**src/rtl/fpsa_pkg.sv**
```systemverilog
// Package: shared types, constants and codes of the segment allocator.
`default_nettype none
package fpsa_pkg;

  localparam int MAX_SEG = 32;
  localparam int IDX_W   = $clog2(MAX_SEG);
  localparam int CNT_W   = $clog2(MAX_SEG + 1);
  localparam int ADDR_W  = 20;
  localparam int SIZE_W  = 21;
  localparam int OWN_W   = 8;

  localparam logic [SIZE_W-1:0] MEM_BYTES = SIZE_W'(1048576);
  localparam logic [IDX_W-1:0]  IDX_LAST  = IDX_W'(MAX_SEG - 1);
  localparam logic [CNT_W-1:0]  CNT_FULL  = CNT_W'(MAX_SEG);

  // opcodes
  localparam logic [1:0] OP_ALLOC   = 2'd0;
  localparam logic [1:0] OP_FREE    = 2'd1;
  localparam logic [1:0] OP_COMPACT = 2'd2;

  // status codes
  localparam logic [1:0] ST_OK       = 2'd0;
  localparam logic [1:0] ST_BAD_SIZE = 2'd1;
  localparam logic [1:0] ST_NO_FIT   = 2'd2;
  localparam logic [1:0] ST_FULL     = 2'd3;

  // placement rules (anything else acts as first fit)
  localparam logic [1:0] POL_BEST  = 2'd1;
  localparam logic [1:0] POL_WORST = 2'd2;

  typedef struct packed {
    logic [1:0]        opcode;
    logic [OWN_W-1:0]  owner_id;
    logic [SIZE_W-1:0] request_size;
  } in_word_t;

  typedef struct packed {
    logic [1:0]        status;
    logic [ADDR_W-1:0] address;
    logic [SIZE_W-1:0] freed_bytes;
    logic [SIZE_W-1:0] free_total;
  } out_word_t;

  // one segment table entry
  typedef struct packed {
    logic              valid;
    logic              used;
    logic [OWN_W-1:0]  owner;
    logic [ADDR_W-1:0] start;
    logic [SIZE_W-1:0] size;
  } seg_t;

  typedef enum logic [2:0] {
    COP_HOLD,
    COP_ROTATE,
    COP_SQUEEZE,
    COP_ALLOC,
    COP_WRITE
  } cell_op_t;

  // command broadcast to every cell
  typedef struct packed {
    cell_op_t          op;
    logic [IDX_W-1:0]  sel;
    logic              split;
    logic [SIZE_W-1:0] req;
    logic [OWN_W-1:0]  owner;
    seg_t              ins;
    seg_t              tail;
  } cell_cmd_t;

  typedef enum logic [2:0] {
    S_IDLE,
    S_SEARCH,
    S_APPLY,
    S_PASS,
    S_FIXUP,
    S_SQUEEZE,
    S_CTAIL,
    S_DONE
  } state_t;

endpackage
`default_nettype wire

```
**src/rtl/fpsa_cell.sv**
```systemverilog
// One cell of the segment chain: holds a single table entry.
`default_nettype none
module fpsa_cell
  import fpsa_pkg::*;
(
  input  wire logic             clk,
  input  wire logic             rst_n,
  input  wire logic [IDX_W-1:0] cell_idx,
  input  wire cell_cmd_t        cmd,
  input  wire seg_t             left_seg,
  input  wire seg_t             right_seg,
  input  wire logic             hole_in,
  output seg_t                  seg,
  output logic                  hole_out
);

  seg_t seg_r, seg_nxt;
  seg_t rst_seg;
  logic [CNT_W-1:0] idx_ext, sel_ext;

  assign idx_ext  = CNT_W'(cell_idx);
  assign sel_ext  = CNT_W'(cmd.sel);
  assign seg      = seg_r;
  // an empty slot here or anywhere to the left
  assign hole_out = hole_in | ~seg_r.valid;

  // reset entry: the first cell covers all memory, the rest are empty
  always_comb begin
    rst_seg = '0;
    if (cell_idx == '0) begin
      rst_seg.valid = 1'b1;
      rst_seg.size  = MEM_BYTES;
    end
  end

  // next entry per broadcast command
  always_comb begin
    seg_nxt = seg_r;
    case (cmd.op)
      COP_ROTATE: seg_nxt = right_seg;
      COP_SQUEEZE: begin
        if (hole_out) seg_nxt = right_seg;
      end
      COP_ALLOC: begin
        if (idx_ext == sel_ext) begin
          seg_nxt.used  = 1'b1;
          seg_nxt.owner = cmd.owner;
          if (cmd.split) seg_nxt.size = cmd.req;
        end else if (cmd.split && idx_ext == sel_ext + CNT_W'(1)) begin
          seg_nxt = cmd.ins;
        end else if (cmd.split && idx_ext > sel_ext + CNT_W'(1)) begin
          seg_nxt = left_seg;
        end
      end
      COP_WRITE: begin
        if (idx_ext == sel_ext) seg_nxt = cmd.ins;
      end
      default: seg_nxt = seg_r;
    endcase
  end

  always_ff @(posedge clk) begin
    if (!rst_n) begin
      seg_r <= rst_seg;
    end else begin
      seg_r <= seg_nxt;
    end
  end

endmodule
`default_nettype wire

```
**config.mk**
```make
export PLATFORM = sky130hd
export DESIGN_NAME = fpsa_cell
export DESIGN_NICKNAME = d
export VERILOG_FILES = /design/src/rtl/fpsa_pkg.sv /design/src/rtl/fpsa_cell.sv
export SDC_FILE = /design/constraint.sdc
export NUM_CORES = 1
export LEC_CHECK = 0
export BUFFER_PORTS_ARGS = -buffer_cell sky130_fd_sc_hd__buf_4
export CORE_AREA = 2 2 118 120
export CTS_BUF_LIST = sky130_fd_sc_hd__clkbuf_8
export DETAILED_ROUTE_END_ITERATION = 16
export DIE_AREA = 0 0 120 122
export GPL_ROUTABILITY_DRIVEN = 0
export GPL_TIMING_DRIVEN = 0
export PLACE_DENSITY_LB_ADDON = 0.08
export SLEW_MARGIN = 20
export SYNTH_ARGS = -nofsm -noshare
export SYNTH_HDL_FRONTEND = slang
export SYNTH_SLANG_ARGS = --single-unit
```
**constraint.sdc**
```tcl
create_clock -name clk -period 4.41 [get_ports clk]
set_input_delay 0.882 -clock clk [delete_from_list [all_inputs] [get_ports clk]]
set_output_delay 0.882 -clock clk [all_outputs]
set_load 0.02 [all_outputs]
```
Yosys cells after proc, flatten, opt, wreduce, memory -nomap -nowiden
Cells that the tools add are included.

storage, ports and cells
  flip-flop bits (word level) = 51
  bits in latches = 0
  RAM bits = 0
  ROM bits = 0
  input port bits = 250
  output and inout bits = 52
  word-level logic and storage cells = 48
  memories kept = 0

operators by class
  $add $sub $neg = 1
  multiply operators = 0
  divide/modulo/power cells = 0
  magnitude comparators = 1
  equal/unequal tests = 18
  shifts and indexed selects = 0
  multiplexer cells = 13
  bitwise operators = 2
  reductions and logical operators = 8

operator list
  cell                                                   number
  two-way mux 51 bit                                     5
  case mux 51 bit (4 select lines)                       1
  two-way mux 21 bit                                     3
  two-way mux 20 bit                                     1
  AND reduction 5 bit                                    3
  inequality test 3 bit, second input constant           4
  inequality test 4 bit, second input constant           3
  two-way mux 9 bit                                      1
  adder 5 x 1 -> 6 bit, second input constant            1
  equality test 3 x 2 -> 1 bit, second input constant    2
  equality test 5 x 6 -> 1 bit                           1
  greater-than comparator 5 x 6 -> 1 bit                 1
  inequality test 2 bit, second input constant           3
  equality test 5 bit                                    1
  zero test 5 bit                                        1
  inequality test 5 x 1 -> 1 bit, second input constant  1
  inequality test 5 bit, second input constant           1
  AND reduction 4 bit                                    1
  nonzero test 4 bit                                     1
  equality test 3 x 1 -> 1 bit, second input constant    1
  equality test 3 bit, second input constant             1
  logical AND 1 bit                                      2
  two-way mux 1 bit                                      2
  inverter 1 bit                                         1
  bitwise OR 1 bit                                       1

Longest topological paths before layout
Gate-level depths: netlist of run 1.

  depth in word-level cells = 8
  gate-level depth with buffers = 11
  gate-level depth less buffers = 10

Worst setup path after synthesis of run 1
Ideal clock, no wire load.

  path kind = input to register
  start point = input port cmd[132] in the netlist's numbering
  end point = register seg_r, in the netlist seg[0], enable pin
  setup time = 0.402 ns
  arrival = 3.318 ns
  slack = 0.690 ns
  stages on the path = 9
  path buffers = 1
  path through = ha_1 > xnor2_1 > ha_1 > and4_4 > a21o_1 > o31a_1 > o211ai_2 > buf_6 > o21ai_1

between the ends
  longest elaborated chain between the ends = 5
  elaborated cells between the ends (all ways) = 10
  those cells by class = add/sub (1); order compare (1); eq/ne (5); reduce/logical (3)

ends and longest elaborated chain
  element                                                                                        RTL line                          RTL
  start: declaration                                                                             fpsa_cell.sv:9                    input wire cell_cmd_t cmd,
  adder 5 x 1 -> 6 bit                                                                           fpsa_cell.sv:49, fpsa_cell.sv:51
  greater-than comparator 5 x 6 -> 1 bit / equality test 5 x 6 -> 1 bit (equally long branches)  fpsa_cell.sv:51, fpsa_cell.sv:49
  logical AND 1 bit (on tied branches)                                                           fpsa_cell.sv:51, fpsa_cell.sv:49
  inequality test 5 bit (no line)                                                                -
  AND reduction 5 bit (no line) *                                                                -
  end signal: assignment                                                                         fpsa_cell.sv:64                   seg_r <= rst_seg;
  end signal: assignment                                                                         fpsa_cell.sv:66                   seg_r <= seg_nxt;
  end: declaration                                                                               fpsa_cell.sv:17                   seg_t seg_r, seg_nxt;

Every way passes the cells marked *; elsewhere a longest branch is shown, timed or not.
A chain may end at the register's enable or synchronous reset.

Worst setup path in the final report of run 1
  start point = input port cmd[132] in the netlist's numbering
  end point = register seg_r, in the netlist seg[14], enable pin

Same word-level chain as after synthesis.

==> out/metrics.yaml, run 1 <==
setup_path:
  critPathBufInv: 2
  worstSetupPathType: "in -> reg"
  rrSetupSlack_ns: 1.86
  path_cells: "buf_4, ha_1, xnor2_1, ha_1, and4_4, a21o_1, o31a_1, o211ai_2, buf_6, o21ai_4"
  rr_worst_depth: 6
  worstPathArrival_ns: 3.31
  crit_family: "compound AO/OA/AOI/OAI gates"
  crit-reg2reg-capture: "seg[14]"
  crit_cells: 10
  cp-start-kind: "input pin"
  cp-end-kind: "flip-flop"
  crit-reg2reg-launch: "seg[50]"
  cp_common_cell: "ha_1"
  max_stage_delay_ns: 0.61
  cp_max_fo: 21
  cp.required_ns: 4.39
  crit_slowest_cell: "o21ai_4"
drt:
  top_layer: "met5"
  final_antenna_net_count: 0
  met3_wirelength_um: 1400
  drcViolationCount: 0
  met1Wirelength_um: 6080
  wire_per_inst_um: 17.1
  drt-initial-drc-count: 292
  detail_route.first_pass.iterations: 6
  vias_per_cell: 5.00
  wl_met2_um: 6990
  vias: 4283
  wirelength_um: 14700
worst_hold_path:
  hp-start: "seg[42]"
  hold-path-endpoint: "seg[42]"
  holdCritPathClass: "reg -> reg"
  holdPathStages: 2
floorplan:
  coreArea_um2: 13500
  dieArea_um2: 14600
  rows: 43
  die_w_um: 120
  die_y_um: 122
  initial_core_util_pct: 25.3
  ios: 302
yosys:
  synth_cells: 421
  synth_edf_count: 22
  synth_nets: 677
  netlist_area_um2: 3410
  yosysSeqAreaShare_pct: 36.4
  syn_area_per_cell_um2: 8.11
  synth.top_cell.area_share_pct: 19.3
  yosysWarnings: 0
  ys_types: 43
  netlist_top_cells_area: "edfxtp_1, dfxtp_1, o21ai_0"
  synth_flop_cell: "dfxtp_1"
  synth-async-reset-ratio_pct: 0
  synth_top_cell_by_area: "edfxtp_1"
  ys_ff_latch: 51
timing:
  slew_headroom_pct: 49.4
  fin_setup_tns_ns: 0
  drv_slew: 0
  fin_worst_skew_ns: 0.0110
  setup_violations: 0
  timing.fmax_ghz: 0.300
  rsz0062_at_grt: "false"
  min_period_ns: 3.34
  hold_ws_ns: 0.471
  tightestPinTransition_ns: 0.755
  finalCritPeriodShare_pct: 75.7
  hold_viol_final: 0
finish:
  area_growth_pct: 65.3
  drive_gt1_share_pct: 43.6
  largest_register_ffs: 51
  final_util_pct: 41.8
  fillers: 1411
  fin_nets: 932
  diodes: 0
clocking:
  cts_htree_levels: 2
  cts_sinks: 51
  cts_made_buffers: 5
  cts_root_buf: "clkbuf_8"
  cts_resized: 0
  path_clk_slew_ns: 0.10
  cts_setup_buffers: 0
  cts_tree: "built"
  postCtsHoldBufs: 0
  clk_latency_ns: 0.33
  cts_buffer_depth: 2
power_and_ir_drop:
  cellLeakagePower_nw: 2.55
  cellPowerDensity_nw_per_um2: 259
  internal_power_mw: 1.02
  clkPwrFrac_pct: 27.6
  swShare_pct: 30.4
  p_sw_uw: 443
  seqPwrFrac_pct: 38.7
  peakVddDrop_mv: 0.120
  power_frac_comb_pct: 33.7
  power_mw: 1.46
grt:
  grt_pass1_vias: 4281
  grt_pass1_wl_um: 22200
  antenna_found_initial: 1
  grt_max_degree: 22
  grtUsageTotal_pct: 19.5
  grt_overflow: 0
placed_design:
  port_buffers: 248
  dp_hpwl_um: 11300
run:
  cap_violations: 0
run_status:
  status: "finished, final reports clean"
-- metal layers --
metal  global-route usage, %  vias to the layer above
met3                    7.49                       13
met1                    23.1                     1988
met2                    33.0                      178
li1                        -                     2102
met4                    4.93                        2
met5                       0                        -
-- final cells by class --
cell class                      count  area [um^2]  share of cell area (%)
Buffer                             36          163                    2.88
Clock buffer                        5         68.8                    1.22
Clock inverter                      3         63.8                    1.13
Inverter                            5         18.8                   0.332
Multi-Input combinational cell    329         2000                    35.5
Sequential cell                    51         1240                    22.0
Tap cell                          180          225                    3.99
Timing Repair Buffer              248         1860                    33.0
-- cells in the final DEF, fill, tap and decap left out, types with 3 or more instances in the layout --
cell type  count
xnor2_1        5
nor2_1        10
a222oi_1      21
edfxtp_1      22
o21ai_1        8
a21oi_1       25
buf_2         10
clkbuf_8       5
clkbuf_1      23
nand2_1       79
o31ai_1        9
mux2_2        21
and3_1         8
buf_4        248
dfxtp_1       29
o21ai_0       66
nor3_1         3
a31oi_1       28
nand3_1       13
nand2b_1       4
ha_1           6
inv_1          5
-- power groups by stage --
stage	sequential, mW	combinational [mW]	clock [mW]
6_report	0.565	0.492	0.404
5_1_grt	0.571	0.534	0.433
4_1_cts	0.566	0.496	0.417
3_5_place_dp	0.576	0.494	0
3_3_place_gp	0.575	0.489	0
2_1_floorplan	0.635	0.160	0
-- synth_stat cells (3+ instances only) --
master,count
dfxtp_1,29
buf_2,10
nor2_1,10
nor3_1,3
xnor2_1,5
nand2b_1,4
inv_1,4
a31oi_1,28
edfxtp_1,22
and3_1,8
clkbuf_1,23
mux2_2,21
a222oi_1,21
o21ai_1,9
o21ai_0,66
ha_1,6
nand3_1,13
a21oi_1,25
o31ai_1,9
nand2_1,79
-- kinds of logic after synthesis --
kind of cell,after synthesis,synth area share [%]
AO/OA/AOI/OAI,168,30.5
XOR/XNOR,7,1.80
adder cells (fa/ha/maj),6,2.20
buffers and inverters,41,5.31
flip-flops,51,36.4
multiplexers,22,7.26
AND/OR/NAND/NOR,126,16.6
-- worst max-delay path by stage --
stage               startpoint  endpoint
floorplan             cmd[132]    seg[0]
finish                cmd[132]   seg[14]
global route          cmd[133]    seg[6]
global placement      cmd[132]   seg[14]
detailed placement    cmd[132]    seg[1]
CTS                   cmd[132]    seg[6]
-- through the flow --
stage               setup WS, ns  area [um^2]  cells
finish                      1.07         5650    857
global route               0.892         5650    857
CTS                         1.05         5650    857
detailed placement         0.682         5510    849
global placement          -0.291         5500    849
floorplan                  0.690         3410    421
-- worst reg2reg max path: stages, from the launching register on --
cell      delay [ns]
edfxtp_1        0.45
nand2b_1        0.18
a21boi_0        0.12
a211oi_1        0.27
o211ai_2        0.30
buf_6           0.25
o21ai_4         0.61
(Power assumes the default switching activity.)
==> inputs of run 2 (changes only) <==
- clock period: 4.41 -> 3.1 ns (I/O delays scaled with it)
==> out/metrics.yaml, run 2 (synthesized netlist as in run 1, its figures left out) <==
run_status:
  status: "finished, final reports clean"
finish:
  fin_cells: 858
  area_growth_pct: 65.4
  mostFrequentLayoutCell: "buf_4"
  drive_gt1_share_pct: 43.8
  final_cell_mix: "buf_4, nand2_1, o21ai_0"
  largest_register_ffs: 51
  regArea_um2: 1240
  fin_nets: 933
  multiInputGateArea_um2: 2020
  fillers: 1384
  diodes: 0
timing:
  drv_slew: 0
  setup_violations: 0
  timing.fmax_ghz: 0.348
  finalCritPeriodShare_pct: 92.6
  slew_headroom_pct: 49.7
  tightestPinTransition_ns: 0.751
  hold_viol_final: 0
  rsz0062_at_grt: "false"
  fin_worst_skew_ns: 0.0145
  min_period_ns: 2.87
grt:
  use_met2_pct: 33.4
  antenna_found_initial: 1
  grtUsageMet3_pct: 6.32
  grt_pass1_wl_um: 21600
  grt_max_degree: 16
  grt_use_met1_pct: 21.8
  top_usage_layer: "met2"
  grtUsageTotal_pct: 18.9
  grt_pass1_vias: 4196
  grt_overflow: 0
setup_path:
  max_stage_delay_ns: 0.39
  cp_max_fo: 11
  cp.required_ns: 3.11
  worstPathArrival_ns: 2.87
  worstSetupPathType: "in -> reg"
  cp-end-kind: "flip-flop"
  crit_slowest_cell: "o211ai_4"
  cp-start-kind: "input pin"
  cp_common_cell: "ha_1"
  path_cells: "buf_4, ha_1, xnor2_1, ha_1, and4_4, a21o_1, o31a_1, o211ai_4, buf_6, o21ai_2"
clocking:
  cts_tree: "built"
  clk_latency_ns: 0.32
  cts_buffer_depth: 2
  cts_sinks: 51
  cts_root_buf: "clkbuf_8"
  cts_made_buffers: 5
  path_clk_slew_ns: 0.10
  postCtsHoldBufs: 0
  cts_htree_levels: 2
power_and_ir_drop:
  cellPowerDensity_nw_per_um2: 355
  cellLeakagePower_nw: 2.54
  peakVddDrop_mv: 0.223
  power_mw: 2.01
placed_design:
  dp_cells: 849
  port_buffers: 248
  dp_hpwl_um: 11300
drt:
  drt-initial-drc-count: 335
  vias_per_cell: 4.96
  final_antenna_net_count: 0
  detail_route.first_pass.iterations: 5
  wirelength_um: 14500
  vias: 4258
  drcViolationCount: 0
  wire_per_inst_um: 16.9
run:
  cap_violations: 0
floorplan:
  dieArea_um2: 14600
  coreArea_um2: 13500
  die_w_um: 120
  rows: 43
  die_y_um: 122
  initial_core_util_pct: 25.3
  ios: 302
worst_hold_path:
  holdCritPathClass: "reg -> reg"
run 2: final cells by class:
class | count | area share, %
Timing Repair Buffer | 248 | 33.0
Clock inverter | 2 | 0.620
Multi-Input combinational cell | 330 | 35.8
Sequential cell | 51 | 22.0
Inverter | 5 | 0.332
Buffer | 36 | 2.88
Clock buffer | 6 | 1.46
Tap cell | 180 | 3.99
run 2: worst paths after layout:
| kind | from | end | slack [ns] | depth (start not counted) |
|---|---|---|---|---|
| min | seg[46] | seg[46] | 0.48 | 2 |
| max reg2reg | seg[50] | seg[16] | 0.81 | 6 |
| min reg2reg | seg[46] | seg[46] | 0.48 | 2 |
| max | cmd[132] | seg[16] | 0.23 | 10 |
run 2: repair_timing:
action,CTS,global route
gates cloned,1,0
buffers inserted,0,0
gates resized for setup,0,1
setup endpoints to repair,21,10
pin swaps,1,0
run 2: layer usage:
layer	part of all wire [%]	wire length, um
met1	41	5870
met2	48	6910
met3	9.9	1440
met4	1.7	245
met5	0	0
run 2: stage by stage:
stage	hold slack [ns]	TNS [ns]	setup WS [ns]	util [%]	area (um^2)
floorplan	0.545	0	0.0349	-	3420
global placement	0.458	-15.28	-0.729	40.8	5510
detailed placement	0.461	-8.30	-0.396	40.8	5510
CTS	0.476	0	0.112	41.8	5640
global route	0.498	0	0.115	41.8	5650
finish	0.476	0	0.230	41.8	5650
run 2: report_power, final:
group	total, mW	internal, mW	switching (mW)
combinational	0.702	0.352	0.350
sequential	0.805	0.776	0.0286
clock	0.501	0.262	0.239
run 2: critical path: cells and delay by family:
family	cells	cell delay (ns)
and+or+nand+nor	1	0.21
AOI/OAI and AO/OA	4	1.04
adders and majority gates	2	0.51
xor gates and xnor gates	1	0.13
buffers and inverters	2	0.36
==> inputs of run 3 (changes only) <==
- PLACE_DENSITY_LB_ADDON: 0.08 -> unset
==> out/metrics.yaml, run 3 (synthesized netlist as in run 1, its figures left out) <==
power_and_ir_drop:
  p_sw_uw: 620
  cellPowerDensity_nw_per_um2: 339
  clkPwrFrac_pct: 20.8
  power_frac_comb_pct: 36.9
  power_mw: 1.90
  internal_power_mw: 1.28
  swShare_pct: 32.6
  seqPwrFrac_pct: 42.3
  cellLeakagePower_nw: 2.53
  peakVddDrop_mv: 0.169
drt:
  detail_route.first_pass.iterations: 5
  final_antenna_net_count: 0
  wire_per_inst_um: 16.8
  drt-initial-drc-count: 267
  vias_per_cell: 5.15
  wirelength_um: 14400
  vias: 4424
  drcViolationCount: 0
finish:
  largest_register_ffs: 51
  fin_nets: 933
  mostFrequentLayoutCell: "buf_4"
  fin_cells: 859
  fillers: 1339
  drive_gt1_share_pct: 43.7
  final_cell_mix: "buf_4, nand2_1, o21ai_0"
  area_growth_pct: 64.3
  design_area_um2: 5610
clocking:
  cts_buffer_depth: 2
  cts_htree_levels: 2
  cts_sinks: 51
  cts_root_buf: "clkbuf_8"
  path_clk_slew_ns: 0.10
  postCtsHoldBufs: 0
  cts_tree: "built"
  cts_setup_buffers: 0
  cts_made_buffers: 5
  clk_latency_ns: 0.33
grt:
  antenna_found_initial: 1
  top_usage_layer: "met2"
  grt_overflow: 0
  grt_pass1_wl_um: 21000
  grt_max_degree: 22
  use_met2_pct: 32.1
  grt_pass1_vias: 4224
  grtUsageMet3_pct: 5.52
  grt_use_met1_pct: 21.2
  grtUsageTotal_pct: 18.3
floorplan:
  initial_core_util_pct: 25.3
  coreArea_um2: 13500
  dieArea_um2: 14600
  ios: 302
  rows: 43
  die_w_um: 120
  die_y_um: 122
placed_design:
  placedInstanceArea_um2: 5510
  port_buffers: 248
  dp_hpwl_um: 11300
  dp_cells: 849
timing:
  rsz0062_at_grt: "false"
  min_period_ns: 2.94
  finalCritPeriodShare_pct: 94.9
  tightestPinTransition_ns: 0.765
  fin_worst_skew_ns: 0.0112
  drv_slew: 0
  timing.fmax_ghz: 0.340
  setup_violations: 0
  hold_viol_final: 0
  slew_headroom_pct: 48.7
setup_path:
  rrSetupSlack_ns: 0.80
  cp-end-kind: "flip-flop"
  cp-start-kind: "input pin"
  cp_max_fo: 11
  worstPathArrival_ns: 2.95
  worstSetupPathType: "in -> reg"
  cp.required_ns: 3.11
run_status:
  status: "finished, final reports clean"
worst_hold_path:
  holdCritPathClass: "reg -> reg"
run:
  cap_violations: 0
-- run 3: changes by cell type in the layout (fill, tap and decap cells not counted) --
cell       previous run  this run
clkinv_4              0         1
diode_2               0         1
inv_1                 4         5
o211ai_4              1         0
clkbuf_8              6         5
bufinv_16             1         0
o211ai_2              0         1
-- run 3: layer usage --
layer	share of wire, %	vias to the layer above
li1	-	2108
met1	40	2025
met2	48	266
met3	9.8	25
met4	2.3	0
met5	0	-
-- run 3: final timing paths --
| path | endpoint | cells after the start | from |
|---|---|---|---|
| setup / recovery | seg[20] | 10 | cmd[132] |
| setup reg to reg | seg[20] | 6 | seg[50] |
| hold reg to reg | seg[47] | 2 | seg[47] |
| hold / removal | seg[47] | 2 | seg[47] |
-- run 3: what timing repair did --
item | in CTS | in global routing
gates resized for setup | 1 | 0
endpoints found under the setup margin | 21 | 21
cloned | 0 | 1
pin swaps | 0 | 1
-- run 3: area by class of cell --
class / count / area, um^2 / share of cell area, %
inverter: 5 / 18.8 / 0.335
tap: 180 / 225 / 4.01
sequential: 51 / 1240 / 22.1
timing repair buffer: 248 / 1860 / 33.2
clock inverter: 3 / 17.5 / 0.312
buffer: 36 / 163 / 2.90
multi-input combinational: 330 / 2010 / 35.9
antenna: 1 / 2.50 / 0.0446
clock buffer: 5 / 68.8 / 1.23
-- run 3: worst max-delay path, stage by stage --
cell      delay, ns
buf_4          0.12
ha_1           0.21
xnor2_1        0.13
ha_1           0.29
and4_4         0.21
a21o_1         0.15
o31a_1         0.30
o211ai_2       0.47
buf_6          0.24
o21ai_2        0.19
-- run 3: power by group through the flow --
stage | registers, mW | logic (mW) | clock network (mW)
floorplan | 0.903 | 0.228 | 0
global placement | 0.819 | 0.690 | 0
detailed placement | 0.820 | 0.700 | 0
CTS | 0.806 | 0.703 | 0.414
global route | 0.815 | 0.758 | 0.433
finish | 0.806 | 0.703 | 0.395
-- run 3: metrics by stage --
stage	setup slack [ns]	util, %	hold WS (ns)	setup TNS, ns
global placement	-0.603	40.8	0.457	-12.63
finish	0.159	41.5	0.481	0
detailed placement	-0.625	40.8	0.467	-13.09
global route	0.0242	41.5	0.504	0
floorplan	0.0349	-	0.545	0
CTS	0.0529	41.5	0.479	0
