File: config.mk
export PLATFORM = sky130hd
export DESIGN_NAME = fpsa_ctrl
export DESIGN_NICKNAME = d
export VERILOG_FILES = /design/src/rtl/fpsa_pkg.sv /design/src/rtl/fpsa_ctrl.sv
export SDC_FILE = /design/constraint.sdc
export NUM_CORES = 1
export LEC_CHECK = 0
export BUFFER_PORTS_ARGS = -buffer_cell sky130_fd_sc_hd__buf_4
export CAP_MARGIN = 20
export CORE_AREA = 8 8 168 202
export DETAILED_ROUTE_END_ITERATION = 7
export DIE_AREA = 0 0 176 210
export GPL_ROUTABILITY_DRIVEN = 1
export PLACE_DENSITY = 0.81
export SETUP_SLACK_MARGIN = 0.4
export SYNTH_ARGS = -nofsm -noshare
export SYNTH_HDL_FRONTEND = slang
export SYNTH_SLANG_ARGS = --single-unit
File: constraint.sdc
create_clock -name clk -period 6.63 [get_ports clk]
set_input_delay 0.9945 -clock clk [delete_from_list [all_inputs] [get_ports clk]]
set_output_delay 0.9945 -clock clk [all_outputs]
set_load 0.02 [all_outputs]
File: src/rtl/fpsa_pkg.sv
// Package: shared types, constants and codes of the segment allocator.
`default_nettype none
package fpsa_pkg;

  localparam int MAX_SEG = 32;
  localparam int IDX_W   = $clog2(MAX_SEG);
  localparam int CNT_W   = $clog2(MAX_SEG + 1);
  localparam int ADDR_W  = 20;
  localparam int SIZE_W  = 21;
  localparam int OWN_W   = 8;

  localparam logic [SIZE_W-1:0] MEM_BYTES = SIZE_W'(1048576);
  localparam logic [IDX_W-1:0]  IDX_LAST  = IDX_W'(MAX_SEG - 1);
  localparam logic [CNT_W-1:0]  CNT_FULL  = CNT_W'(MAX_SEG);

  // opcodes
  localparam logic [1:0] OP_ALLOC   = 2'd0;
  localparam logic [1:0] OP_FREE    = 2'd1;
  localparam logic [1:0] OP_COMPACT = 2'd2;

  // status codes
  localparam logic [1:0] ST_OK       = 2'd0;
  localparam logic [1:0] ST_BAD_SIZE = 2'd1;
  localparam logic [1:0] ST_NO_FIT   = 2'd2;
  localparam logic [1:0] ST_FULL     = 2'd3;

  // placement rules (anything else acts as first fit)
  localparam logic [1:0] POL_BEST  = 2'd1;
  localparam logic [1:0] POL_WORST = 2'd2;

  typedef struct packed {
    logic [1:0]        opcode;
    logic [OWN_W-1:0]  owner_id;
    logic [SIZE_W-1:0] request_size;
  } in_word_t;

  typedef struct packed {
    logic [1:0]        status;
    logic [ADDR_W-1:0] address;
    logic [SIZE_W-1:0] freed_bytes;
    logic [SIZE_W-1:0] free_total;
  } out_word_t;

  // one segment table entry
  typedef struct packed {
    logic              valid;
    logic              used;
    logic [OWN_W-1:0]  owner;
    logic [ADDR_W-1:0] start;
    logic [SIZE_W-1:0] size;
  } seg_t;

  typedef enum logic [2:0] {
    COP_HOLD,
    COP_ROTATE,
    COP_SQUEEZE,
    COP_ALLOC,
    COP_WRITE
  } cell_op_t;

  // command broadcast to every cell
  typedef struct packed {
    cell_op_t          op;
    logic [IDX_W-1:0]  sel;
    logic              split;
    logic [SIZE_W-1:0] req;
    logic [OWN_W-1:0]  owner;
    seg_t              ins;
    seg_t              tail;
  } cell_cmd_t;

  typedef enum logic [2:0] {
    S_IDLE,
    S_SEARCH,
    S_APPLY,
    S_PASS,
    S_FIXUP,
    S_SQUEEZE,
    S_CTAIL,
    S_DONE
  } state_t;

endpackage
`default_nettype wire

File: src/rtl/fpsa_ctrl.sv
// Sequencer: scans the rotating chain, filters passes and issues cell commands.
`default_nettype none
module fpsa_ctrl
  import fpsa_pkg::*;
(
  input  wire logic  clk,
  input  wire logic  rst_n,
  input  wire logic  start,
  input  wire in_word_t in_data,
  output logic       busy,
  output logic       out_strobe,
  output out_word_t  out_data,
  input  wire logic  cfg_valid,
  input  wire logic [1:0] cfg_data,
  input  wire seg_t  head,
  output cell_cmd_t  cmd
);

  state_t state_r, state_nxt;
  logic [IDX_W-1:0]  k_r, k_nxt;
  logic              last;
  logic [1:0]        policy_r;
  in_word_t          item_r, item_nxt;
  logic [1:0]        status_r, status_nxt;
  logic [ADDR_W-1:0] addr_r, addr_nxt;
  logic [SIZE_W-1:0] freed_r, freed_nxt;
  logic [SIZE_W-1:0] free_r, free_nxt;
  logic [CNT_W-1:0]  count_r, count_nxt;
  logic [CNT_W-1:0]  wcnt_r, wcnt_nxt;
  logic [SIZE_W-1:0] at_r, at_nxt;
  seg_t              pd_r, pd_nxt;
  logic              found_r, found_nxt;
  logic [IDX_W-1:0]  pick_r, pick_nxt;
  logic [SIZE_W-1:0] psize_r, psize_nxt;
  logic [ADDR_W-1:0] pstart_r, pstart_nxt;
  seg_t              e2;
  logic              cand, merge, split;

  assign last = (k_r == IDX_LAST);

  // next state
  always_comb begin
    state_nxt = state_r;
    unique case (state_r)
      S_IDLE: begin
        if (start) begin
          if (in_data.opcode == OP_ALLOC)
            state_nxt = (in_data.request_size == '0) ? S_DONE : S_SEARCH;
          else if (in_data.opcode == OP_FREE || in_data.opcode == OP_COMPACT)
            state_nxt = S_PASS;
          else
            state_nxt = S_DONE;
        end
      end
      S_SEARCH:  if (last) state_nxt = S_APPLY;
      S_APPLY:   state_nxt = S_DONE;
      S_PASS:    if (last) state_nxt = S_FIXUP;
      S_FIXUP:   state_nxt = S_SQUEEZE;
      S_SQUEEZE: begin
        if (last) state_nxt = (item_r.opcode == OP_COMPACT) ? S_CTAIL : S_DONE;
      end
      S_CTAIL:   state_nxt = S_DONE;
      S_DONE:    state_nxt = S_IDLE;
      default:   state_nxt = S_IDLE;
    endcase
  end

  // handshake outputs
  always_comb begin
    busy       = (state_r != S_IDLE);
    out_strobe = (state_r == S_DONE);
    out_data   = '{status: status_r, address: addr_r, freed_bytes: freed_r,
                   free_total: free_r};
  end

  // datapath and cell commands
  always_comb begin
    item_nxt   = item_r;
    status_nxt = status_r;
    addr_nxt   = addr_r;
    freed_nxt  = freed_r;
    free_nxt   = free_r;
    count_nxt  = count_r;
    wcnt_nxt   = wcnt_r;
    at_nxt     = at_r;
    pd_nxt     = pd_r;
    found_nxt  = found_r;
    pick_nxt   = pick_r;
    psize_nxt  = psize_r;
    pstart_nxt = pstart_r;
    k_nxt      = (state_r == S_SEARCH || state_r == S_PASS || state_r == S_SQUEEZE)
                 ? k_r + IDX_W'(1) : '0;
    cmd        = '{op: COP_HOLD, sel: '0, split: 1'b0, req: item_r.request_size,
                   owner: item_r.owner_id, ins: '0, tail: '0};
    e2         = '0;
    merge      = 1'b0;
    cand       = head.valid && !head.used && head.size >= item_r.request_size;
    split      = psize_r > item_r.request_size;

    unique case (state_r)
      S_IDLE: begin
        if (start) begin
          item_nxt   = in_data;
          status_nxt = (in_data.opcode == OP_ALLOC && in_data.request_size == '0)
                       ? ST_BAD_SIZE : ST_OK;
          addr_nxt   = '0;
          freed_nxt  = '0;
          wcnt_nxt   = '0;
          at_nxt     = '0;
          pd_nxt     = '0;
          found_nxt  = 1'b0;
        end
      end

      // fit search while the chain turns once
      S_SEARCH: begin
        cmd.op   = COP_ROTATE;
        cmd.tail = head;
        if (cand && (!found_r
            || (policy_r == POL_BEST && head.size < psize_r)
            || (policy_r == POL_WORST && head.size > psize_r))) begin
          found_nxt  = 1'b1;
          pick_nxt   = k_r;
          psize_nxt  = head.size;
          pstart_nxt = head.start;
        end
      end

      S_APPLY: begin
        if (!found_r) begin
          status_nxt = ST_NO_FIT;
        end else if (split && count_r == CNT_FULL) begin
          status_nxt = ST_FULL;
        end else begin
          cmd.op    = COP_ALLOC;
          cmd.sel   = pick_r;
          cmd.split = split;
          cmd.ins   = '{valid: 1'b1, used: 1'b0, owner: '0,
                        start: pstart_r + item_r.request_size[ADDR_W-1:0],
                        size: psize_r - item_r.request_size};
          addr_nxt  = pstart_r;
          free_nxt  = free_r - item_r.request_size;
          if (split) count_nxt = count_r + CNT_W'(1);
        end
      end

      // filter pass: release or pack, one held word of lag
      S_PASS: begin
        cmd.op = COP_ROTATE;
        if (item_r.opcode == OP_FREE) begin
          e2 = head;
          if (head.valid && head.used && head.owner == item_r.owner_id) begin
            e2.used   = 1'b0;
            freed_nxt = freed_r + head.size;
          end
          merge = pd_r.valid && !pd_r.used && e2.valid && !e2.used;
        end else if (head.valid && head.used) begin
          e2       = head;
          e2.start = at_r[ADDR_W-1:0];
          at_nxt   = at_r + head.size;
        end
        if (merge) begin
          pd_nxt.size = pd_r.size + e2.size;
          cmd.tail    = '0;
        end else begin
          cmd.tail = pd_r;
          pd_nxt   = e2;
          wcnt_nxt = wcnt_r + CNT_W'(pd_r.valid);
        end
      end

      S_FIXUP: begin
        cmd.op    = COP_ROTATE;
        cmd.tail  = pd_r;
        count_nxt = wcnt_r + CNT_W'(pd_r.valid);
        if (item_r.opcode == OP_FREE) free_nxt = free_r + freed_r;
      end

      S_SQUEEZE: cmd.op = COP_SQUEEZE;

      // free tail after packing
      S_CTAIL: begin
        if (at_r < MEM_BYTES && count_r < CNT_FULL) begin
          cmd.op    = COP_WRITE;
          cmd.sel   = count_r[IDX_W-1:0];
          cmd.ins   = '{valid: 1'b1, used: 1'b0, owner: '0,
                        start: at_r[ADDR_W-1:0], size: MEM_BYTES - at_r};
          count_nxt = count_r + CNT_W'(1);
        end
      end

      S_DONE: ;
      default: ;
    endcase
  end

  always_ff @(posedge clk) begin
    if (!rst_n) begin
      state_r  <= S_IDLE;
      k_r      <= '0;
      policy_r <= '0;
      free_r   <= MEM_BYTES;
      count_r  <= CNT_W'(1);
    end else begin
      state_r <= state_nxt;
      k_r     <= k_nxt;
      free_r  <= free_nxt;
      count_r <= count_nxt;
      if (cfg_valid) policy_r <= cfg_data;
    end
  end

  always_ff @(posedge clk) begin
    item_r   <= item_nxt;
    status_r <= status_nxt;
    addr_r   <= addr_nxt;
    freed_r  <= freed_nxt;
    wcnt_r   <= wcnt_nxt;
    at_r     <= at_nxt;
    pd_r     <= pd_nxt;
    found_r  <= found_nxt;
    pick_r   <= pick_nxt;
    psize_r  <= psize_nxt;
    pstart_r <= pstart_nxt;
  end

endmodule
`default_nettype wire

Word-level counts from Yosys, hierarchy flattened

Cells that the tools add are included.
Widths: inputs -> output; s select.

Shifts and indexed selects: 0
Divide/modulo/power cells: 0
Reductions and logical operators: 46
Bitwise gates (word level): 0
$lt $le $gt $ge: 6
Mux-type cells: 64
Add/subtract/negate cells: 11
Equality and inequality tests: 32
Multiply operators: 0

Operators with widths:

| kind                   | count |
|---|---|
| $mux 51                | 8 |
| $pmux 51 s2            | 2 |
| $mux 21                | 9 |
| $pmux 51 s3            | 1 |
| $pmux 21 s2            | 3 |
| $add 21x21->21         | 4 |
| $mux 20                | 3 |
| $gt 21x21->1           | 2 |
| $sub 21x21->21         | 2 |
| $pmux 20 s2            | 1 |
| $mux 6                 | 6 |
| $mux 30                | 1 |
| $mux 8                 | 3 |
| $ne 2x2->1 const B     | 11 |
| $ge 21x21->1           | 1 |
| $logic_not 21->1       | 1 |
| $lt 21x21->1           | 1 |
| $lt 21x21->1 const B   | 1 |
| $mux 3                 | 7 |
| $pmux 3 s7             | 1 |
| $sub 21x21->21 const A | 1 |
| $add 20x20->20         | 1 |
| $reduce_and 4->1       | 5 |
| $pmux 6 s3             | 1 |
| other kinds (33)       | 83 |

Latch bits: 0
Bits in read-only memories: 0
Bits in writable memories: 0
Output and inout bits: 206
Memories kept: 0
Register bits after elaboration: 236

Depth between registers and ports, before layout

Gate-level depths: netlist (run 1).

Word-level depth: 11
Mapped depth: 18
Mapped depth without buffers: 17

Worst setup path after synthesis (run 1)

OpenSTA, ideal clock, no wires.

Path type: input port to flip-flop
From: input port head[1] (netlist name)
To: register pick_r[0], enable pin
Buffers on the path: 0
Data arrival time: 5627 ps
Setup slack: 496 ps
Cell stages on the path: 9
Path through: ha_1 nor2b_1 o21a_1 o21a_1 o21a_1 o21ai_0 o2111ai_1 o311a_1 nor3_1

Cells in the longest elaborated chain, start to end: 6
Elaborated cells on any way between the ends: 10
Those cells by class: order compare (3); reduce/logical (7)

Ends and longest elaborated chain:

| element                        | line             | source |
|---|---|---|
| start: declaration             | fpsa_ctrl.sv:15  | `input wire seg_t head,` |
| $lt 21x21->1                   | fpsa_ctrl.sv:120 | `\|\| (policy_r == POL_BEST && head.size < psize_r)` |
| $logic_and 1x1->1              | fpsa_ctrl.sv:120 |  |
| $logic_or 1x1->1               | fpsa_ctrl.sv:120 |  |
| $logic_or 1x1->1               | fpsa_ctrl.sv:121 | `\|\| (policy_r == POL_WORST && head.size > psize_r))) begin` |
| $logic_and 1x1->1 (*)          | fpsa_ctrl.sv:119 | `if (cand && (!found_r` |
| $reduce_and 2->1 (no line) (*) | -                |  |
| end signal: assignment         | fpsa_ctrl.sv:222 | `pick_r <= pick_nxt;` |
| end: declaration               | fpsa_ctrl.sv:33  | `logic [IDX_W-1:0] pick_r, pick_nxt;` |

Mark *: on every way between the ends. The rest lies on a longest branch, timed or not.
A chain may end at the register's enable or synchronous reset.

==> impl_table.tex, run 1 <==
\begin{tabular}{lr}
\hline
Metric & Value \\
\hline
\multicolumn{2}{l}{\textbf{Run status}} \\
\quad Outcome & completed \\
\multicolumn{2}{l}{\textbf{Final layout}} \\
\quad Post-route cell area & slightly above 20000 um2 \\
\quad Final cell utilization of the core & between 60 and 70\% \\
\quad Synth-to-layout area growth & 18.2\% \\
\quad Fraction of final layout cells with drive strength greater than 1 & between 10\% and 20\% \\
\quad Net count reported at finish & roughly 2.4k \\
\multicolumn{2}{l}{\textbf{Power and ir drop}} \\
\quad Clock network power share & about 30\% \\
\quad Total internal power & approximately 3.3 mW \\
\quad Lkg Pwr & slightly below 9 nW \\
\quad Part of the total power dissipated in combinational logic & 32.3\% \\
\quad Sw Pwr & $\sim$1.8 mW \\
\quad Power Density & between 200 and 250 nW/um2 \\
\quad Switching power as a share of total power & approximately a third \\
\quad Maximum vdd drop & $\sim$250 uV \\
\quad Sequential share of power & a little under two fifths \\
\multicolumn{2}{l}{\textbf{STA}} \\
\quad Final critical-path required period & roughly 5700 ps \\
\quad Hold Violations, Final & 0 \\
\quad Slew @ Worst Pin & 992 ps \\
\quad Post-route clock skew & about 11 ps \\
\quad Number of slew-limit violations in the final report & 0 \\
\quad Final setup fails & 0 \\
\quad Total negative slack & 0 ps \\
\quad Worst-case headroom to the max-slew limit & about a third \\
\quad Final period util & between 80\% and 90\% \\
\quad Maximum clock frequency & 176 MHz \\
\quad Setup repair after global routing missed its margin & false \\
\multicolumn{2}{l}{\textbf{Detailed routing}} \\
\quad Via density per instance & around 6.4 \\
\quad Drt total wl & between 60 and 70 mm \\
\quad Routed length per placed instance & between 20 and 25 um \\
\quad Detailed-route DRC error count & 0 \\
\quad Count of nets left with antenna violations after detail routing & 0 \\
\quad Count of vias placed by the detailed router & $\sim$16k \\
\quad TritonRoute pass-1 iters & 6 \\
\quad Iteration-0 DRC Markers & $\sim$2.0k \\
\multicolumn{2}{l}{\textbf{Logic synthesis}} \\
\quad Cell area after synthesis & 17500 um2 \\
\quad Post-synth cell types & just over 70 \\
\quad List of most frequent post-synthesis cells & sky130\_fd\_sc\_hd\_\_edfxtp\_1, sky130\_fd\_sc\_hd\_\_nor2\_1, sky130\_fd\_sc\_hd\_\_ha\_1, sky130\_fd\_sc\_hd\_\_a21oi\_1, sky130\_fd\_sc\_hd\_\_nand2\_1 \\
\quad Most used standard cell by instance count after synthesis & sky130\_fd\_sc\_hd\_\_edfxtp\_1 \\
\quad Top\_reg\_cell synth & sky130\_fd\_sc\_hd\_\_edfxtp\_1 \\
\quad Mean instance size in the synthesized netlist & slightly above 9 um2 \\
\quad Fraction of registers with async set or reset after synthesis & 0\% \\
\quad Cells after synthesis & 1892 \\
\quad Count of flip-flops with a built-in enable after synthesis & slightly below 200 \\
\quad Fraction of synthesized cell area taken by the top area cell type & 34.2\% \\
\quad Yosys warns & 0 \\
\quad Synth Register Bits & 236 \\
\quad Main area contributors after synthesis & sky130\_fd\_sc\_hd\_\_edfxtp\_1, sky130\_fd\_sc\_hd\_\_ha\_1, sky130\_fd\_sc\_hd\_\_a21oi\_1, sky130\_fd\_sc\_hd\_\_dfxtp\_1, sky130\_fd\_sc\_hd\_\_nor2\_1 \\
\quad Share of synthesized area occupied by flip-flops and latches & approximately two fifths \\
\quad Post-synth top area cell & sky130\_fd\_sc\_hd\_\_edfxtp\_1 \\
\multicolumn{2}{l}{\textbf{Clock tree}} \\
\quad Clock insertion delay at the later pin of the skew report & between 500 and 600 ps \\
\quad Total of cells resized after clock tree synthesis & 0 \\
\quad Count of buffers added by post-CTS timing repair for setup & 0 \\
\quad Cts-stage hold buffer count & 0 \\
\quad Num Clock Sinks & about 240 \\
\quad CTS clk-pin slew, worst paths & $\sim$70 ps \\
\quad H-tree levels & 1 \\
\quad Clk buf depth & 3 \\
\quad CTS tree & yes \\
\quad Inserted Clock Buffers & 25 \\
\quad Clock Tree Root & sky130\_fd\_sc\_hd\_\_clkbuf\_16 \\
\multicolumn{2}{l}{\textbf{Setup path}} \\
\quad Biggest fanout along the worst timing path & 7 \\
\quad Crit path required time & around 5600 ps \\
\quad Startpoint Class & flop \\
\quad Kind of critical path & reg -> out \\
\quad Arrival time of data at the critical path endpoint & between 4000 and 5000 ps \\
\quad Critical Path Sink Type & output port \\
\multicolumn{2}{l}{\textbf{Flow run}} \\
\quad Max-cap violation count & 0 \\
\multicolumn{2}{l}{\textbf{Floorplan}} \\
\quad Die extent in y & between 200 and 250 um \\
\quad Width of the die & 176 um \\
\quad Initial core utilization & about 57\% \\
\quad I/O pin count & between 200 and 300 \\
\quad Rows & between 70 and 80 \\
\quad Die ar. & 37000 um2 \\
\quad Area of the core region & roughly 31000 um2 \\
\multicolumn{2}{l}{\textbf{Placement}} \\
\quad Post-detailed-placement half-perimeter wirelength & $\sim$45 mm \\
\quad Number of buffer cells added on primary ports & 284 \\
\quad Routability-driven placement congestion ratio & approximately 0.98 \\
\quad DP Area & 19800 um2 \\
\multicolumn{2}{l}{\textbf{Global routing}} \\
\quad Via count of the first global-routing pass & between 15k and 20k \\
\quad Wire length of the first global-routing pass & between 90 and 100 mm \\
\quad Global-route usage over all layers & between 30\% and 40\% \\
\quad Initial antenna violation count & 1 \\
\quad Residual overflow from global routing & 0 \\
\quad Pin count of the biggest net entering global routing & 70 \\
\multicolumn{2}{l}{\textbf{Hold path}} \\
\quad Classification of the worst-slack hold path & reg -> reg \\
\hline
\end{tabular}
-- state kept, by name (all words and copies together) (netlist names) --
register / cells
cmd: 29
found_r: 1
k_r: 5
pick_r: 5
state_r: 3
at_r: 21
pstart_r: 20
psize_r: 21
item_r: 2
pd_r: 51
policy_r: 2
free_r: 21
wcnt_r: 6
addr_r: 20
freed_r: 21
count_r: 6
status_r: 2
-- through the flow --
stage / setup WS, ps / total power [mW] / instances / hold slack (ps)
6_report: 945 / 5.06 / 2546 / 464
5_1_grt: 745 / 5.25 / 2545 / 484
4_1_cts: 1010 / 5.03 / 2544 / 463
3_5_place_dp: 1580 / 3.55 / 2498 / 446
3_3_place_gp: 1640 / 3.51 / 2498 / 424
2_1_floorplan: 496 / 2.96 / 1900 / 415
-- path summary, 6_finish.rpt --
| path | from | endpoint | slack, ps | depth (start not counted) |
|---|---|---|---|---|
| worst max-delay path | cmd[111]$_DFFE_PP_ | cmd[133] | 950 | 12 |
| worst min-delay path | k_r[4]$_SDFF_PN0_ | pick_r[4]$_DFFE_PP_ | 460 | 0 |
| worst max register to register | cmd[111]$_DFFE_PP_ | free_r[15]$_SDFFE_PN0P_ | 1940 | 13 |
| worst min register to register | k_r[4]$_SDFF_PN0_ | pick_r[4]$_DFFE_PP_ | 460 | 0 |
-- routing by layer --
metal	GRT usage [%]	vias up	wire length [um]
met5	0	-	0
met4	19.8	0	4080
met1	37.2	7700	21900
met2	50.4	1002	27600
li1	-	7378	-
met3	6.41	251	6500
-- worst max-delay path, cell delays in order, from the launching register on --
cell	delay, ps
sky130_fd_sc_hd__edfxtp_1	540
sky130_fd_sc_hd__inv_1	390
sky130_fd_sc_hd__ha_1	320
sky130_fd_sc_hd__nor2b_1	140
sky130_fd_sc_hd__o31a_1	290
sky130_fd_sc_hd__o311ai_0	420
sky130_fd_sc_hd__nand3_1	300
sky130_fd_sc_hd__o211ai_1	340
sky130_fd_sc_hd__nor2b_1	710
sky130_fd_sc_hd__buf_4	300
sky130_fd_sc_hd__nand2_1	70
sky130_fd_sc_hd__o21ai_0	110
sky130_fd_sc_hd__buf_4	210
-- logic make-up (layout without fill, tap and decap cells) --
group,after synthesis,count (layout),share of synthesized area (%)
other,1,10,0.0214
multiplexers,3,3,0.172
AO/OA/AOI/OAI,527,527,19.5
adder cells (fa/ha/maj),176,176,12.8
buffers and inverters,195,439,5.14
XOR/XNOR,138,138,6.91
AND/OR/NAND/NOR,616,616,17.0
flip-flops,236,236,38.4
-- power groups by stage --
stage | Clock [mW] | Sequential [mW] | Combinational, mW
6_report | 1.50 | 1.92 | 1.64
3_5_place_dp | 0 | 1.95 | 1.60
2_1_floorplan | 0 | 1.93 | 1.03
5_1_grt | 1.56 | 1.93 | 1.76
3_3_place_gp | 0 | 1.94 | 1.56
4_1_cts | 1.50 | 1.92 | 1.62
-- final cells by class --
| type | count | area [um2] |
|---|---|---|
| antenna | 1 | 2.50 |
| multi-input combinational | 1469 | 9950 |
| inverter | 91 | 347 |
| clock buffer | 31 | 691 |
| sequential | 236 | 6720 |
| timing repair buffer | 302 | 2270 |
| fill | 2417 | 10200 |
| tap | 401 | 502 |
| clock inverter | 15 | 175 |
-- placed cells by master, fill, tap and decap left out, types with 15 or more instances in the layout --
cell type | netlist | layout
sky130_fd_sc_hd__nor3_1 | 28 | 27
sky130_fd_sc_hd__nand3_1 | 41 | 41
sky130_fd_sc_hd__xnor2_1 | 72 | 72
sky130_fd_sc_hd__edfxtp_1 | 199 | 199
sky130_fd_sc_hd__dfxtp_1 | 37 | 37
sky130_fd_sc_hd__o22ai_1 | 21 | 21
sky130_fd_sc_hd__inv_1 | 89 | 89
sky130_fd_sc_hd__ha_1 | 170 | 170
sky130_fd_sc_hd__nand2_1 | 150 | 150
sky130_fd_sc_hd__o21ai_0 | 92 | 90
sky130_fd_sc_hd__nand2b_1 | 23 | 23
sky130_fd_sc_hd__buf_4 | 38 | 301
sky130_fd_sc_hd__and3_1 | 23 | 23
sky130_fd_sc_hd__nor4_1 | 20 | 20
sky130_fd_sc_hd__or3_1 | 18 | 18
sky130_fd_sc_hd__a22o_1 | 57 | 57
sky130_fd_sc_hd__clkbuf_16 | 0 | 27
sky130_fd_sc_hd__a211oi_1 | 15 | 15
sky130_fd_sc_hd__nor2_1 | 189 | 187
sky130_fd_sc_hd__a21oi_1 | 154 | 154
sky130_fd_sc_hd__a21o_1 | 53 | 53
sky130_fd_sc_hd__xor2_1 | 66 | 66
sky130_fd_sc_hd__a22oi_1 | 20 | 20
sky130_fd_sc_hd__o21a_1 | 19 | 19
sky130_fd_sc_hd__nor2b_1 | 20 | 20
sky130_fd_sc_hd__nand4_1 | 23 | 23
sky130_fd_sc_hd__and2_1 | 47 | 47
Note: power is estimated with default switching activity, not from simulation.
==> inputs of run 2 (changes only) <==
--- a/config.mk
+++ b/config.mk
@@ -5,7 +5,7 @@
 export SDC_FILE = /design/constraint.sdc
 export NUM_CORES = 1
 export LEC_CHECK = 0
-export BUFFER_PORTS_ARGS = -buffer_cell sky130_fd_sc_hd__buf_4
+export BUFFER_PORTS_ARGS = -buffer_cell sky130_fd_sc_hd__clkbuf_2
 export CAP_MARGIN = 20
 export CORE_AREA = 8 8 168 202
 export DETAILED_ROUTE_END_ITERATION = 7
==> run 2 against run 1 <==
Net effect: count of clock-buffer cells in the layout shrank 1; setup slack gained 41 ps; flip-flop and latch count is the same; sequential power is essentially flat; sequential share of layout area grew 1.2 points; critical path depth shrank 1; critical path type unchanged; critical endpoint is now cmd[54].
==> impl_table.tex, run 2 (synthesized netlist as in run 1, its figures left out) <==
\begin{tabular}{lr}
\hline
Metric & Value \\
\hline
\multicolumn{2}{l}{\textbf{Detailed routing}} \\
\quad TritonRoute pass-1 iters & 5 \\
\quad Count of vias placed by the detailed router & 16.2k \\
\quad Iteration-0 DRC Markers & between 1.5k and 2k \\
\quad Detailed-route DRC error count & 0 \\
\quad Via density per instance & roughly 6.4 \\
\quad Drt total wl & a little under 60 mm \\
\quad Routed length per placed instance & $\sim$23 um \\
\quad Count of nets left with antenna violations after detail routing & 0 \\
\multicolumn{2}{l}{\textbf{Floorplan}} \\
\quad Die ar. & roughly 37000 um2 \\
\quad Width of the die & between 150 and 200 um \\
\quad Initial core utilization & 56.7\% \\
\quad Area of the core region & roughly 31000 um2 \\
\quad Rows & 71 \\
\quad Die extent in y & $\sim$210 um \\
\quad I/O pin count & 294 \\
\multicolumn{2}{l}{\textbf{Clock tree}} \\
\quad Total of cells resized after clock tree synthesis & 0 \\
\quad Cts-stage hold buffer count & 0 \\
\quad H-tree levels & 1 \\
\quad Clock insertion delay at the later pin of the skew report & 540 ps \\
\quad Clock Tree Root & sky130\_fd\_sc\_hd\_\_clkbuf\_16 \\
\quad Num Clock Sinks & roughly 240 \\
\quad Clk buf depth & 3 \\
\quad CTS clk-pin slew, worst paths & approximately 70 ps \\
\quad Count of buffers added by post-CTS timing repair for setup & 0 \\
\quad CTS tree & yes \\
\quad Inserted Clock Buffers & 26 \\
\multicolumn{2}{l}{\textbf{Setup path}} \\
\quad Arrival time of data at the critical path endpoint & approximately 4700 ps \\
\quad Worst setup path start & cmd[111]\$\_DFFE\_PP\_ \\
\quad Startpoint Class & flop \\
\quad Slowest cell on crit path & sky130\_fd\_sc\_hd\_\_nor2b\_1 \\
\quad Number of cells on the worst reg-to-reg path & 13 \\
\quad Endpoint of the lowest-slack register-to-register path & free\_r[15]\$\_SDFFE\_PN0P\_ \\
\quad Reg2reg start & cmd[111]\$\_DFFE\_PP\_ \\
\quad Worst path most repeated cell & sky130\_fd\_sc\_hd\_\_nor2b\_1 \\
\quad Crit path capture & cmd[54] \\
\quad Flop-to-flop setup slack & between 1500 and 2000 ps \\
\quad Crit path required time & 5640 ps \\
\quad Kind of critical path & reg -> out \\
\quad Biggest fanout along the worst timing path & 8 \\
\quad Chain of cells forming the critical path & inv\_1 -> ha\_1 -> nor2b\_1 -> o31a\_1 -> o311ai\_0 -> nand3\_1 -> o211ai\_1 -> nor2b\_1 -> buf\_4 -> a32o\_1 -> clkbuf\_2 \\
\quad Critical Path Sink Type & output port \\
\quad Slowest stage delay, CP & 700 ps \\
\multicolumn{2}{l}{\textbf{Hold path}} \\
\quad Classification of the worst-slack hold path & reg -> reg \\
\multicolumn{2}{l}{\textbf{STA}} \\
\quad Final critical-path required period & about 5600 ps \\
\quad Total negative slack & 0 ps \\
\quad Post-route worst hold slack & between 400 and 500 ps \\
\quad Hold Violations, Final & 0 \\
\quad Worst-case headroom to the max-slew limit & between 30\% and 40\% \\
\quad Number of slew-limit violations in the final report & 0 \\
\quad Final setup fails & 0 \\
\quad Final period util & about 85\% \\
\quad Maximum clock frequency & roughly 180 MHz \\
\quad Post-route clock skew & roughly 15 ps \\
\quad Slew @ Worst Pin & approximately 1000 ps \\
\quad Setup repair after global routing missed its margin & false \\
\multicolumn{2}{l}{\textbf{Global routing}} \\
\quad Via count of the first global-routing pass & $\sim$16k \\
\quad Wire length of the first global-routing pass & 88.4 mm \\
\quad Initial antenna violation count & 0 \\
\quad Pin count of the biggest net entering global routing & 82 \\
\quad Global-route usage over all layers & a little over 30\% \\
\quad Residual overflow from global routing & 0 \\
\multicolumn{2}{l}{\textbf{Power and ir drop}} \\
\quad Total internal power & about 3.1 mW \\
\quad Sequential share of power & $\sim$40\% \\
\quad Part of the total power dissipated in combinational logic & 31.4\% \\
\quad Lkg Pwr & between 8 and 9 nW \\
\quad Power Density & approximately 250 nW/um2 \\
\quad Switching power as a share of total power & approximately 36\% \\
\quad Sw Pwr & between 1.5 and 2 mW \\
\quad Clock network power share & between 20 and 30\% \\
\quad Maximum vdd drop & between 200 and 250 uV \\
\multicolumn{2}{l}{\textbf{Final layout}} \\
\quad Number of flip-flops under the largest register name & between 50 and 60 \\
\quad Fill cell total of the finished layout & around 2.5k \\
\quad Final cell utilization of the core & roughly 65\% \\
\quad Synth-to-layout area growth & 14.0\% \\
\quad Post-route cell area & $\sim$20000 um2 \\
\quad Net count reported at finish & approximately 2.4k \\
\quad Most frequent standard cell in the layout excluding fill and tap cells & sky130\_fd\_sc\_hd\_\_clkbuf\_2 \\
\quad Register with the most flip-flops & pd\_r \\
\quad Commonest cells after routing, fill and taps aside & sky130\_fd\_sc\_hd\_\_clkbuf\_2, sky130\_fd\_sc\_hd\_\_edfxtp\_1, sky130\_fd\_sc\_hd\_\_nor2\_1, sky130\_fd\_sc\_hd\_\_ha\_1, sky130\_fd\_sc\_hd\_\_a21oi\_1 \\
\quad Antenna diode instance count & 0 \\
\quad Fraction of final layout cells with drive strength greater than 1 & between 10\% and 20\% \\
\multicolumn{2}{l}{\textbf{Placement}} \\
\quad Routability-driven placement congestion ratio & 0.977 \\
\quad Number of buffer cells added on primary ports & approximately 280 \\
\quad DP Area & $\sim$19000 um2 \\
\quad Post-detailed-placement half-perimeter wirelength & approximately 44 mm \\
\multicolumn{2}{l}{\textbf{Flow run}} \\
\quad Max-cap violation count & 0 \\
\multicolumn{2}{l}{\textbf{Run status}} \\
\quad Outcome & completed \\
\hline
\end{tabular}
==> run 2: cell count changes in the layout (fill, tap and decap cells not counted), moves of 2 or more <==
cell                         previous run  this run
sky130_fd_sc_hd__buf_4                301        17
sky130_fd_sc_hd__clkbuf_2               0       284
sky130_fd_sc_hd__clkinvlp_4             3         6
sky130_fd_sc_hd__bufinv_16              3         1
sky130_fd_sc_hd__clkbuf_1               4         2
sky130_fd_sc_hd__clkinv_4               5         3
sky130_fd_sc_hd__inv_6                  1         3
==> run 2: routing by layer <==
| layer | global-route usage [%] | up-vias | part of all wire, % |
|---|---|---|---|
| met3 | 6.23 | 202 | 11 |
| li1 | - | 7395 | - |
| met5 | 0 | - | 0 |
| met4 | 17.4 | 0 | 6.0 |
| met2 | 50.5 | 952 | 46 |
| met1 | 36.5 | 7635 | 37 |
==> run 2: layout make-up <==
type,instances,area [um2],area share (%)
Clock buffer,30,697,3.50
Sequential cell,236,6720,33.7
Timing Repair Buffer,302,1560,7.85
Multi-Input combinational cell,1469,9950,49.9
Tap cell,401,502,2.52
Inverter,91,347,1.74
Clock inverter,18,154,0.772
==> run 2: power groups by stage <==
| stage | clock, mW | combinational (mW) | sequential [mW] |
|---|---|---|---|
| 4_1_cts | 1.46 | 1.52 | 1.91 |
| 3_5_place_dp | 0 | 1.51 | 1.94 |
| 2_1_floorplan | 0 | 1.03 | 1.93 |
| 3_3_place_gp | 0 | 1.48 | 1.94 |
| 5_1_grt | 1.51 | 1.67 | 1.93 |
| 6_report | 1.46 | 1.54 | 1.92 |
==> run 2: worst min path at each step <==
stage	start	cells past startpoint	slack [ps]	end
2_1_floorplan	k_r[4]$_SDFF_PN0_	0	410	pick_r[4]$_DFFE_PP_
3_3_place_gp	k_r[4]$_SDFF_PN0_	0	420	pick_r[4]$_DFFE_PP_
3_5_place_dp	k_r[4]$_SDFF_PN0_	0	430	pick_r[4]$_DFFE_PP_
4_1_cts	k_r[4]$_SDFF_PN0_	0	440	pick_r[4]$_DFFE_PP_
5_1_grt	k_r[4]$_SDFF_PN0_	0	450	pick_r[4]$_DFFE_PP_
6_report	k_r[4]$_SDFF_PN0_	0	440	pick_r[4]$_DFFE_PP_
==> run 2: critical path: cells and delay by family (launching register included) <==
family                   cells  cell delay, ps
adder cells (fa/ha/maj)      1             390
AND/OR/NAND/NOR              3            1130
buffers and inverters        3             800
flip-flops                   1             600
AO/OA/AOI/OAI                4            1170
==> run 2: stage by stage <==
| stage | cells | power, mW | setup WS (ps) |
|---|---|---|---|
| 3_3_place_gp | 2498 | 3.42 | 1770 |
| 6_report | 2547 | 4.92 | 986 |
| 2_1_floorplan | 1900 | 2.96 | 496 |
| 5_1_grt | 2547 | 5.11 | 836 |
| 4_1_cts | 2546 | 4.90 | 1100 |
| 3_5_place_dp | 2498 | 3.46 | 1700 |
